**src/hdl/assert_macros.svh**
```systemverilog
// Assertion macros for the files that check their own logic.
`ifndef ASSERT_MACROS_SVH
`define ASSERT_MACROS_SVH

// Checked on every clock edge except those where reset is high.
`define SALB_ASSERT(lbl, clk, rst, prop, msg) \
   lbl: assert property (@(posedge clk) disable iff (rst) (prop)) else $error(msg);

// Checked on every clock edge, reset included.
`define SALB_ASSERT_ALWAYS(lbl, clk, prop, msg) \
   lbl: assert property (@(posedge clk) (prop)) else $error(msg);

`endif

```
**src/hdl/salb_pkg.sv**
```systemverilog
// Shared constants and controller/datapath interface types of the suffix array builder.
`timescale 1ns / 1ps
`default_nettype none

package salb_pkg;

   localparam int MAX_LEN     = 64;
   localparam int SYMBOL_BITS = 8;

   localparam int ADDR_W  = (MAX_LEN > 1) ? $clog2(MAX_LEN) : 1;
   localparam int LEN_W   = $clog2(MAX_LEN + 1);
   localparam int OFF_W   = LEN_W + 1;
   localparam int RANK_W  = (SYMBOL_BITS > ADDR_W) ? SYMBOL_BITS : ADDR_W;
   localparam int SKEY_W  = RANK_W + 1;
   localparam int KEY_W   = RANK_W + SKEY_W;

   localparam int SYM_IN_W    = 8;
   localparam int OUT_W       = 6;
   localparam int REQ_TDATA_W = 8;
   localparam int RSP_TDATA_W = 16;

   typedef struct packed {
      logic load;
      logic run_end;
      logic round_init;
      logic round_next;
      logic key_wr;
      logic cj_start;
      logic cj_step;
      logic c_wr;
      logic r_chk;
      logic k_ld;
      logic t_rd;
      logic h_clr;
      logic h_inc;
      logic l_wr;
      logic o_ld;
      logic i_clr;
      logic i_inc;
   } cmd_type;

   typedef struct packed {
      logic last_i;
      logic last_j;
      logic round_end;
      logic r_zero;
      logic t_ok;
      logic t_eq;
      logic rsp_taken;
   } sts_type;

endpackage

`default_nettype wire

```
**src/hdl/salb_ram.sv**
```systemverilog
// Generic RAM: one write port and two registered read ports.
`timescale 1ns / 1ps
`default_nettype none

module salb_ram #(
   parameter int WIDTH = 8,
   parameter int DEPTH = 64
) (
   input  wire logic                                       clock,
   input  wire logic                                       wr_en,
   input  wire logic [((DEPTH > 1) ? $clog2(DEPTH) : 1)-1:0] wr_addr,
   input  wire logic [WIDTH-1:0]                           wr_data,
   input  wire logic [((DEPTH > 1) ? $clog2(DEPTH) : 1)-1:0] rd_addr_a,
   output logic      [WIDTH-1:0]                           rd_data_a,
   input  wire logic [((DEPTH > 1) ? $clog2(DEPTH) : 1)-1:0] rd_addr_b,
   output logic      [WIDTH-1:0]                           rd_data_b
);

   logic [WIDTH-1:0] mem_ff [DEPTH];
   logic [WIDTH-1:0] rd_a_ff;
   logic [WIDTH-1:0] rd_b_ff;

   always_ff @(posedge clock) begin
      if (wr_en) begin
         mem_ff[wr_addr] <= wr_data;
      end
      rd_a_ff <= mem_ff[rd_addr_a];
      rd_b_ff <= mem_ff[rd_addr_b];
   end

   assign rd_data_a = rd_a_ff;
   assign rd_data_b = rd_b_ff;

endmodule

`default_nettype wire

```
**src/hdl/salb_ctrl.sv**
```systemverilog
// Sequencing state machine of the suffix array builder.
`timescale 1ns / 1ps
`default_nettype none

module salb_ctrl (
   input  wire logic             clock,
   input  wire logic             reset,
   input  wire logic             req_tvalid,
   input  wire logic             req_tlast,
   output logic                  req_tready,
   input  wire salb_pkg::sts_type sts,
   output salb_pkg::cmd_type     cmd
);

   localparam logic [4:0] S_LOAD  = 5'd0;
   localparam logic [4:0] S_K_RD  = 5'd1;
   localparam logic [4:0] S_K_WR  = 5'd2;
   localparam logic [4:0] S_C_I   = 5'd3;
   localparam logic [4:0] S_C_IW  = 5'd4;
   localparam logic [4:0] S_C_J   = 5'd5;
   localparam logic [4:0] S_C_WR  = 5'd6;
   localparam logic [4:0] S_L_I   = 5'd7;
   localparam logic [4:0] S_L_R   = 5'd8;
   localparam logic [4:0] S_L_K   = 5'd9;
   localparam logic [4:0] S_L_T   = 5'd10;
   localparam logic [4:0] S_L_C   = 5'd11;
   localparam logic [4:0] S_L_WR  = 5'd12;
   localparam logic [4:0] S_O_RD  = 5'd13;
   localparam logic [4:0] S_O_LD  = 5'd14;
   localparam logic [4:0] S_O_WT  = 5'd15;

   logic [4:0] state_ff;
   logic [4:0] state_in;

   assign req_tready = (state_ff == S_LOAD);

   always_comb begin
      state_in = state_ff;
      cmd      = '0;
      case (state_ff)
         S_LOAD: begin
            if (req_tvalid) begin
               cmd.load = 1'b1;
               if (req_tlast) begin
                  cmd.round_init = 1'b1;
                  cmd.i_clr      = 1'b1;
                  state_in       = S_K_RD;
               end
            end
         end
         S_K_RD: begin
            state_in = S_K_WR;
         end
         S_K_WR: begin
            cmd.key_wr = 1'b1;
            if (sts.last_i) begin
               cmd.i_clr = 1'b1;
               state_in  = S_C_I;
            end else begin
               cmd.i_inc = 1'b1;
               state_in  = S_K_RD;
            end
         end
         S_C_I: begin
            state_in = S_C_IW;
         end
         S_C_IW: begin
            cmd.cj_start = 1'b1;
            state_in     = S_C_J;
         end
         S_C_J: begin
            cmd.cj_step = 1'b1;
            if (sts.last_j) begin
               state_in = S_C_WR;
            end
         end
         S_C_WR: begin
            cmd.c_wr = 1'b1;
            if (sts.last_i) begin
               cmd.i_clr = 1'b1;
               if (sts.round_end) begin
                  cmd.h_clr = 1'b1;
                  state_in  = S_L_I;
               end else begin
                  cmd.round_next = 1'b1;
                  state_in       = S_K_RD;
               end
            end else begin
               cmd.i_inc = 1'b1;
               state_in  = S_C_I;
            end
         end
         S_L_I: begin
            state_in = S_L_R;
         end
         S_L_R: begin
            cmd.r_chk = 1'b1;
            if (sts.r_zero) begin
               cmd.h_clr = 1'b1;
               if (sts.last_i) begin
                  cmd.i_clr = 1'b1;
                  state_in  = S_O_RD;
               end else begin
                  cmd.i_inc = 1'b1;
                  state_in  = S_L_I;
               end
            end else begin
               state_in = S_L_K;
            end
         end
         S_L_K: begin
            cmd.k_ld = 1'b1;
            state_in = S_L_T;
         end
         S_L_T: begin
            if (sts.t_ok) begin
               cmd.t_rd = 1'b1;
               state_in = S_L_C;
            end else begin
               state_in = S_L_WR;
            end
         end
         S_L_C: begin
            if (sts.t_eq) begin
               cmd.h_inc = 1'b1;
               state_in  = S_L_T;
            end else begin
               state_in = S_L_WR;
            end
         end
         S_L_WR: begin
            cmd.l_wr = 1'b1;
            if (sts.last_i) begin
               cmd.i_clr = 1'b1;
               state_in  = S_O_RD;
            end else begin
               cmd.i_inc = 1'b1;
               state_in  = S_L_I;
            end
         end
         S_O_RD: begin
            state_in = S_O_LD;
         end
         S_O_LD: begin
            cmd.o_ld = 1'b1;
            state_in = S_O_WT;
         end
         S_O_WT: begin
            if (sts.rsp_taken) begin
               if (sts.last_i) begin
                  cmd.run_end = 1'b1;
                  state_in    = S_LOAD;
               end else begin
                  cmd.i_inc = 1'b1;
                  state_in  = S_O_RD;
               end
            end
         end
         default: begin
            state_in = S_LOAD;
         end
      endcase
   end

   always_ff @(posedge clock) begin
      if (reset) begin
         state_ff <= S_LOAD;
      end else begin
         state_ff <= state_in;
      end
   end

endmodule

`default_nettype wire

```
**src/hdl/salb_dp.sv**
```systemverilog
// Datapath of the suffix array builder: stores, counters, key compare and output register.
`timescale 1ns / 1ps
`default_nettype none

module salb_dp (
   input  wire logic                                   clock,
   input  wire logic                                   reset,
   input  wire salb_pkg::cmd_type                      cmd,
   output salb_pkg::sts_type                           sts,
   input  wire logic [salb_pkg::SYM_IN_W-1:0]          req_symbol,
   output logic                                        rsp_tvalid,
   input  wire logic                                   rsp_tready,
   output logic [salb_pkg::OUT_W-1:0]                  rsp_start,
   output logic [salb_pkg::OUT_W-1:0]                  rsp_lcp,
   output logic                                        rsp_ovf,
   output logic                                        rsp_last
);

   localparam int AW = salb_pkg::ADDR_W;
   localparam int LW = salb_pkg::LEN_W;
   localparam int OW = salb_pkg::OFF_W;
   localparam int RW = salb_pkg::RANK_W;
   localparam int SW = salb_pkg::SKEY_W;
   localparam int KW = salb_pkg::KEY_W;
   localparam int YW = salb_pkg::SYMBOL_BITS;
   localparam int QW = salb_pkg::OUT_W;

   logic [LW-1:0] len_ff, len_in;
   logic          ovf_ff, ovf_in;
   logic [AW-1:0] i_ff, i_in;
   logic [AW-1:0] j_ff, j_in;
   logic [OW-1:0] off_ff, off_in;
   logic          first_ff, first_in;
   logic [KW-1:0] keyi_ff, keyi_in;
   logic [AW-1:0] lt_ff, lt_in;
   logic [AW-1:0] pos_ff, pos_in;
   logic [AW-1:0] r_ff, r_in;
   logic [AW-1:0] k_ff, k_in;
   logic [LW-1:0] h_ff, h_in;
   logic          ov_ff, ov_in;
   logic [QW-1:0] os_ff, os_in;
   logic [QW-1:0] ol_ff, ol_in;
   logic          oo_ff, oo_in;
   logic          oe_ff, oe_in;

   logic [YW-1:0] text_a, text_b;
   logic [RW-1:0] rank_a, rank_b;
   logic [KW-1:0] key_rdata;
   logic [AW-1:0] order_rdata, inv_rdata, prefix_rdata;

   logic [AW-1:0] nm1;
   logic [OW-1:0] ipo, iph, kph;
   logic          ipo_ok, space_ok;
   logic [RW-1:0] src_i, src_o;
   logic [SW-1:0] skey;
   logic          kj_lt, kj_eq;
   logic [AW-1:0] text_ra, text_rb, key_ra, order_ra, prefix_wa;
   logic          prefix_we;

   assign nm1      = AW'(len_ff - LW'(1));
   assign ipo      = OW'(i_ff) + off_ff;
   assign ipo_ok   = ipo < OW'(len_ff);
   assign iph      = OW'(i_ff) + OW'(h_ff);
   assign kph      = OW'(k_ff) + OW'(h_ff);
   assign space_ok = len_ff < LW'(salb_pkg::MAX_LEN);

   // Round zero ranks are the symbols themselves.
   assign src_i = first_ff ? RW'(text_a) : rank_a;
   assign src_o = first_ff ? RW'(text_b) : rank_b;
   assign skey  = ipo_ok ? (SW'(src_o) + SW'(1)) : '0;

   assign kj_lt = key_rdata < keyi_ff;
   assign kj_eq = key_rdata == keyi_ff;

   assign text_ra   = cmd.t_rd ? AW'(iph) : i_ff;
   assign text_rb   = cmd.t_rd ? AW'(kph) : AW'(ipo);
   assign key_ra    = cmd.cj_start ? '0 : (cmd.cj_step ? AW'(j_ff + AW'(1)) : i_ff);
   assign order_ra  = cmd.r_chk ? AW'(inv_rdata - AW'(1)) : i_ff;
   assign prefix_we = (cmd.r_chk && sts.r_zero) || cmd.l_wr;
   assign prefix_wa = cmd.l_wr ? r_ff : '0;

   assign sts.last_i    = i_ff == nm1;
   assign sts.last_j    = j_ff == nm1;
   assign sts.round_end = ((OW + 1)'(off_ff) << 1) > (OW + 1)'(len_ff);
   assign sts.r_zero    = inv_rdata == '0;
   assign sts.t_ok      = (iph < OW'(len_ff)) && (kph < OW'(len_ff));
   assign sts.t_eq      = text_a == text_b;
   assign sts.rsp_taken = ov_ff && rsp_tready;

   salb_ram #(.WIDTH(YW), .DEPTH(salb_pkg::MAX_LEN)) u_text (
      .clock(clock), .wr_en(cmd.load && space_ok), .wr_addr(AW'(len_ff)),
      .wr_data(YW'(req_symbol)), .rd_addr_a(text_ra), .rd_data_a(text_a),
      .rd_addr_b(text_rb), .rd_data_b(text_b));

   salb_ram #(.WIDTH(RW), .DEPTH(salb_pkg::MAX_LEN)) u_rank (
      .clock(clock), .wr_en(cmd.c_wr), .wr_addr(i_ff), .wr_data(RW'(lt_ff)),
      .rd_addr_a(i_ff), .rd_data_a(rank_a), .rd_addr_b(AW'(ipo)), .rd_data_b(rank_b));

   salb_ram #(.WIDTH(KW), .DEPTH(salb_pkg::MAX_LEN)) u_key (
      .clock(clock), .wr_en(cmd.key_wr), .wr_addr(i_ff), .wr_data({src_i, skey}),
      .rd_addr_a(key_ra), .rd_data_a(key_rdata), .rd_addr_b(key_ra), .rd_data_b());

   salb_ram #(.WIDTH(AW), .DEPTH(salb_pkg::MAX_LEN)) u_order (
      .clock(clock), .wr_en(cmd.c_wr), .wr_addr(pos_ff), .wr_data(i_ff),
      .rd_addr_a(order_ra), .rd_data_a(order_rdata), .rd_addr_b(order_ra), .rd_data_b());

   salb_ram #(.WIDTH(AW), .DEPTH(salb_pkg::MAX_LEN)) u_inverse (
      .clock(clock), .wr_en(cmd.c_wr), .wr_addr(i_ff), .wr_data(pos_ff),
      .rd_addr_a(i_ff), .rd_data_a(inv_rdata), .rd_addr_b(i_ff), .rd_data_b());

   salb_ram #(.WIDTH(AW), .DEPTH(salb_pkg::MAX_LEN)) u_prefix (
      .clock(clock), .wr_en(prefix_we), .wr_addr(prefix_wa),
      .wr_data(cmd.l_wr ? AW'(h_ff) : '0),
      .rd_addr_a(i_ff), .rd_data_a(prefix_rdata), .rd_addr_b(i_ff), .rd_data_b());

   always_comb begin
      len_in   = len_ff;
      ovf_in   = ovf_ff;
      i_in     = i_ff;
      j_in     = j_ff;
      off_in   = off_ff;
      first_in = first_ff;
      keyi_in  = keyi_ff;
      lt_in    = lt_ff;
      pos_in   = pos_ff;
      r_in     = r_ff;
      k_in     = k_ff;
      h_in     = h_ff;
      ov_in    = ov_ff;
      os_in    = os_ff;
      ol_in    = ol_ff;
      oo_in    = oo_ff;
      oe_in    = oe_ff;

      if (cmd.load) begin
         if (space_ok) begin
            len_in = len_ff + LW'(1);
         end else begin
            ovf_in = 1'b1;
         end
      end
      if (cmd.run_end) begin
         len_in = '0;
         ovf_in = 1'b0;
      end

      if (cmd.i_clr) begin
         i_in = '0;
      end else if (cmd.i_inc) begin
         i_in = i_ff + AW'(1);
      end

      if (cmd.round_init) begin
         off_in   = OW'(1);
         first_in = 1'b1;
      end else if (cmd.round_next) begin
         off_in   = off_ff << 1;
         first_in = 1'b0;
      end

      if (cmd.cj_start) begin
         keyi_in = key_rdata;
         j_in    = '0;
         lt_in   = '0;
         pos_in  = '0;
      end else if (cmd.cj_step) begin
         // New rank counts strictly smaller keys; the sorted slot also counts
         // equal keys at lower positions.
         j_in   = j_ff + AW'(1);
         lt_in  = lt_ff + AW'(kj_lt);
         pos_in = pos_ff + AW'(kj_lt || (kj_eq && (j_ff < i_ff)));
      end

      if (cmd.r_chk) begin
         r_in = inv_rdata;
      end
      if (cmd.k_ld) begin
         k_in = order_rdata;
      end

      if (cmd.h_clr) begin
         h_in = '0;
      end else if (cmd.h_inc) begin
         h_in = h_ff + LW'(1);
      end else if (cmd.l_wr && (h_ff != '0)) begin
         h_in = h_ff - LW'(1);
      end

      if (cmd.o_ld) begin
         ov_in = 1'b1;
         os_in = QW'(order_rdata);
         ol_in = QW'(prefix_rdata);
         oo_in = ovf_ff;
         oe_in = sts.last_i;
      end else if (sts.rsp_taken) begin
         ov_in = 1'b0;
      end
   end

   always_ff @(posedge clock) begin
      if (reset) begin
         len_ff <= '0;
         ovf_ff <= 1'b0;
         ov_ff  <= 1'b0;
      end else begin
         len_ff <= len_in;
         ovf_ff <= ovf_in;
         ov_ff  <= ov_in;
      end
      i_ff     <= i_in;
      j_ff     <= j_in;
      off_ff   <= off_in;
      first_ff <= first_in;
      keyi_ff  <= keyi_in;
      lt_ff    <= lt_in;
      pos_ff   <= pos_in;
      r_ff     <= r_in;
      k_ff     <= k_in;
      h_ff     <= h_in;
      os_ff    <= os_in;
      ol_ff    <= ol_in;
      oo_ff    <= oo_in;
      oe_ff    <= oe_in;
   end

   assign rsp_tvalid = ov_ff;
   assign rsp_start  = os_ff;
   assign rsp_lcp    = ol_ff;
   assign rsp_ovf    = oo_ff;
   assign rsp_last   = oe_ff;

endmodule

`default_nettype wire

```
**src/hdl/suffix_array_lcp_builder.sv**
```systemverilog
// Top level of the suffix array and LCP builder: controller, datapath and checks.
`timescale 1ns / 1ps
`default_nettype none

// The block takes a text one byte word per cycle on the req channel, keeping up
// to 64 symbols; later symbols are dropped and the overflow flag of the run is
// set. The word with tlast starts the build, and req_tready stays low until the
// last result has been taken. The suffix array is built by prefix doubling: each
// round writes a key (rank, rank at the offset plus one or zero past the end) per
// position, then ranks every position by counting smaller keys over all others,
// one key RAM read per cycle, and there are floor(log2 n)+1 rounds. Kasai's
// LCP pass then extends each common prefix by one matched symbol compare at a
// time, and each result is held on rsp until it is taken before the next one
// is loaded. Results come out in rank order: suffix start and common prefix
// with the previous rank.
module suffix_array_lcp_builder (
   input  wire logic        clock,
   input  wire logic        reset,
   input  wire logic        req_tvalid,
   output logic             req_tready,
   input  wire logic [7:0]  req_tdata,   // [7:0] symbol
   input  wire logic        req_tlast,
   output logic             rsp_tvalid,
   input  wire logic        rsp_tready,
   output logic [15:0]      rsp_tdata,   // [5:0] suffix_start, [11:6] common_prefix, zero pad
   output logic             rsp_tuser,   // [0] overflow
   output logic             rsp_tlast
);

`include "assert_macros.svh"

   salb_pkg::cmd_type cmd;
   salb_pkg::sts_type sts;
   logic [salb_pkg::OUT_W-1:0] rsp_start;
   logic [salb_pkg::OUT_W-1:0] rsp_lcp;

   salb_ctrl u_ctrl (
      .clock      (clock),
      .reset      (reset),
      .req_tvalid (req_tvalid),
      .req_tlast  (req_tlast),
      .req_tready (req_tready),
      .sts        (sts),
      .cmd        (cmd)
   );

   salb_dp u_dp (
      .clock      (clock),
      .reset      (reset),
      .cmd        (cmd),
      .sts        (sts),
      .req_symbol (req_tdata),
      .rsp_tvalid (rsp_tvalid),
      .rsp_tready (rsp_tready),
      .rsp_start  (rsp_start),
      .rsp_lcp    (rsp_lcp),
      .rsp_ovf    (rsp_tuser),
      .rsp_last   (rsp_tlast)
   );

   assign rsp_tdata = salb_pkg::RSP_TDATA_W'({rsp_lcp, rsp_start});

   // Loading and result delivery never overlap.
   `SALB_ASSERT(a_no_load_during_output, clock, reset, (req_tvalid && req_tready) |-> !rsp_tvalid, "input word taken while a result is pending")
   // The word that ends a text starts the build, so input is held off next.
   `SALB_ASSERT(a_build_holds_input, clock, reset, (req_tvalid && req_tready && req_tlast) |=> !req_tready, "input still open after the final symbol")
   // Once the final result is taken the block is ready for a new text.
   `SALB_ASSERT(a_reopen_after_run, clock, reset, (rsp_tvalid && rsp_tready && rsp_tlast) |=> req_tready, "input not reopened after the final result")
   // Reset empties the output register.
   `SALB_ASSERT_ALWAYS(a_reset_clears_output, clock, reset |=> !rsp_tvalid, "result valid right after reset")

endmodule

`default_nettype wire
```
**config.mk**
```make
export PLATFORM = sky130hd
export DESIGN_NAME = suffix_array_lcp_builder
export DESIGN_NICKNAME = d
export VERILOG_FILES = /design/src/hdl/salb_pkg.sv /design/src/hdl/salb_ram.sv /design/src/hdl/salb_ctrl.sv /design/src/hdl/salb_dp.sv /design/src/hdl/suffix_array_lcp_builder.sv
export VERILOG_INCLUDE_DIRS = /design/src /design/src/hdl
export SDC_FILE = /design/constraint.sdc
export NUM_CORES = 2
export LEC_CHECK = 0
export ABC_CLOCK_PERIOD_IN_PS = 7300
export BUFFER_PORTS_ARGS = -buffer_cell sky130_fd_sc_hd__buf_4
export CORE_ASPECT_RATIO = 2
export CORE_MARGIN = 8
export CORE_UTILIZATION = 25
export DETAILED_ROUTE_END_ITERATION = 12
export PLACE_DENSITY = 0.4
export SLEW_MARGIN = 20
export SYNTH_ARGS = -nofsm -noshare
export SYNTH_HDL_FRONTEND = slang
export SYNTH_HIERARCHICAL = 1
export SYNTH_SLANG_ARGS = --single-unit
```
**constraint.sdc**
```tcl
create_clock -name clock -period 7.3 [get_ports clock]
set_input_delay 0 -clock clock [delete_from_list [all_inputs] [get_ports clock]]
set_output_delay 0 -clock clock [all_outputs]
set_load 0.005 [all_outputs]
```
==> results.cfg <==
[detailed_routing]
avgRoutedWirePerCell_um = 31.42
ant_nets = 0
drc_errors = 0
via_per_inst = 4.722
finalWirelength_um = 483300
drtIter0Drc = 5325
dr.pass1.iters = 5
num_vias = 72620

[power]
power_switching_uw = 14530
switching_share_pct = 28.64
p_seq_share_pct = 45.8
p_per_area_nw_per_um2 = 307.8
p_int_uw = 36190
ir_worst_vdd_mv = 0.2895
pwr-share-clk_pct = 33.2
p_leak_uw = 0.04784
share_comb_of_total_power_pct = 21.0

[place]
hpwlAfterDp_um = 338500
io_buffers = 28
place_congestion = 0.8775
place_ws_ns = 0.8499
placed_area_um2 = 154100
dp_cells = 14680

[timing]
worstMarginPinSlew_ns = 1.387
drv_slew = 0
setup_slack_ns = 0.6034
hold_viol = 0
rsz0062_at_grt = no
setup_violations = 0
setup_tns_ns = 0
fmax_mhz = 149.3
period_minus_slack_ns = 6.697
max-slew-margin-rel_pct = 7.505
fin_crit_sh_pct = 91.73
fin_skew_ns = 0.04881

[floorplan]
die_area_um2 = 599000
die_h_um = 1087
io_pins = 33
core_um2 = 571900
die_w_um = 551.3
initial_core_util_pct = 25.05
rows = 393

[clocking]
clockBufferDepth = 4
clk_latency_ns = 0.91
cts_sinks = 3426
cts_tree = done
post_cts_buffers = 0
cts.clk_slew.worst_paths_ns = 0.07
h-tree-depth = 5
cts-buffers-inserted = 317
cts_root_buf = clkbuf_16

[synthesis]
synth_cells = 7179
postSynthAreaPerCell_um2 = 19.95
yosys_warnings = 6
synth.cell_area_um2 = 143300

[finish]
design_area_um2 = 164800
final_common_cell = edfxtp_1
syn2layout_area_growth_pct = 15.05
final_layout_size_suffix_gt1_share_pct = 26.95
final_cells = 15380
layout.nets = 7603
layout_common_cells = 3307 x edfxtp_1, 1100 x mux4_2, 419 x nor2_1, 326 x clkbuf_16, 285 x mux2i_1

[setup_path]
end_kind = flip-flop
worstPathRequired_ns = 8.09
critPathKind = reg -> reg
arrival_ns = 7.48
r2r_slack_ns = 0.60
cp-start-kind = flip-flop
path_max_fanout = 95

[outcome]
run_status = complete, no violations

[global_routing]
grt-ovfl-total = 0
grt_pass1_wl_um = 661100
grt_max_degree = 106
antenna_found_initial = 20
grt_use_total_pct = 15.73
grt_pass1_vias = 78260

[worst_hold_path]
holdCritPathClass = in -> reg

[job]
drv_cap = 0
[per-stage QoR]
stage | hold slack, ns | total power [uW] | utilization (%)
after CTS | 0.07377 | 51650 | 28.77
after global routing | 0.1635 | 52500 | 28.82
after global placement | 0.2526 | 34500 | 26.94
after detailed placement | 0.2522 | 34630 | 26.95
after floorplan | 0.07238 | 30290 | -
final | 0.1680 | 50720 | 28.82
[critical path, stage by stage (launching register included)]
cell and delay [ns]:
dfxtp_1 0.41, ha_1 0.27, fa_1 0.41, a21o_1 0.17, a21oi_1 0.26, o21bai_1 0.12
a21oi_1 0.21, xnor2_1 0.14, ha_1 0.28, a211oi_1 0.23, and4_1 0.21, o21ai_0 0.09
a221oi_1 0.36, inv_1 0.12, nor3_2 0.20, buf_4 0.32, mux2_8 0.71, buf_4 0.48
mux4_2 0.35, mux2i_1 0.68, a21oi_1 0.19, nand3_1 0.13, nand2_1 0.05
[final cells by class]
cell class	instances	area, um^2
multi-input cells	3389	40240
fillers	55930	407100
diodes	107	267.8
well taps	7505	9390
clock buffers	386	8433
inverters	56	210.2
repair buffers	316	2765
clock inverters	194	1777
flip-flops and latches	3426	101700
[registers in the layout (all words and copies together) (netlist names), 7 cells and up]
name and cells:
u_dp/u_rank/rd_data_a 8, u_dp/u_text/rd_data_b 8, u_dp/u_key/rd_data_a 17, u_dp/u_order/mem_ff 384
u_dp/u_rank/mem_ff 512, u_dp/u_rank/rd_data_b 8, u_dp/u_text/rd_data_a 8, u_dp/len_ff 7
u_dp/u_text/mem_ff 512, u_dp/h_ff 7, u_dp/u_inverse/mem_ff 384, u_dp/u_key/mem_ff 1088
u_dp/u_prefix/mem_ff 384, u_dp/keyi_ff 17, u_dp/off_ff 8
[power groups by stage]
stage          combinational (uW)  clock [uW]  sequential (uW)
6_report                    10600       16800            23200
5_1_grt                     11300       18000            23300
4_1_cts                     11000       17400            23200
3_5_place_dp                11000           0            23700
3_3_place_gp                10800           0            23700
2_1_floorplan                6750           0            23500
[layer usage]
layer | vias up | share of wire [%] | track usage (%)
li1 | 30590 | - | -
met1 | 39390 | 31 | 14.42
met2 | 1776 | 58 | 32.00
met3 | 867 | 2.7 | 1.413
met4 | 0 | 8.1 | 10.58
met5 | - | 0 | 0
[what timing repair did]
item                                   CTS  global route
endpoints found under the hold margin  539             0
resized for setup                        0             0
hold buffers                            17             0
[path summary, 6_finish.rpt]
kind                               from                       end  depth (start not counted)
max                        u_dp/h_ff[0]  u_dp/u_text/rd_data_b[3]                         22
min                               reset            u_dp/len_ff[6]                          4
max reg2reg                u_dp/h_ff[0]  u_dp/u_text/rd_data_b[3]                         22
min reg2reg  u_dp/u_prefix/rd_data_a[0]           u_dp/rsp_lcp[0]                          0
No activity file was read; power rests on OpenSTA's default activity.
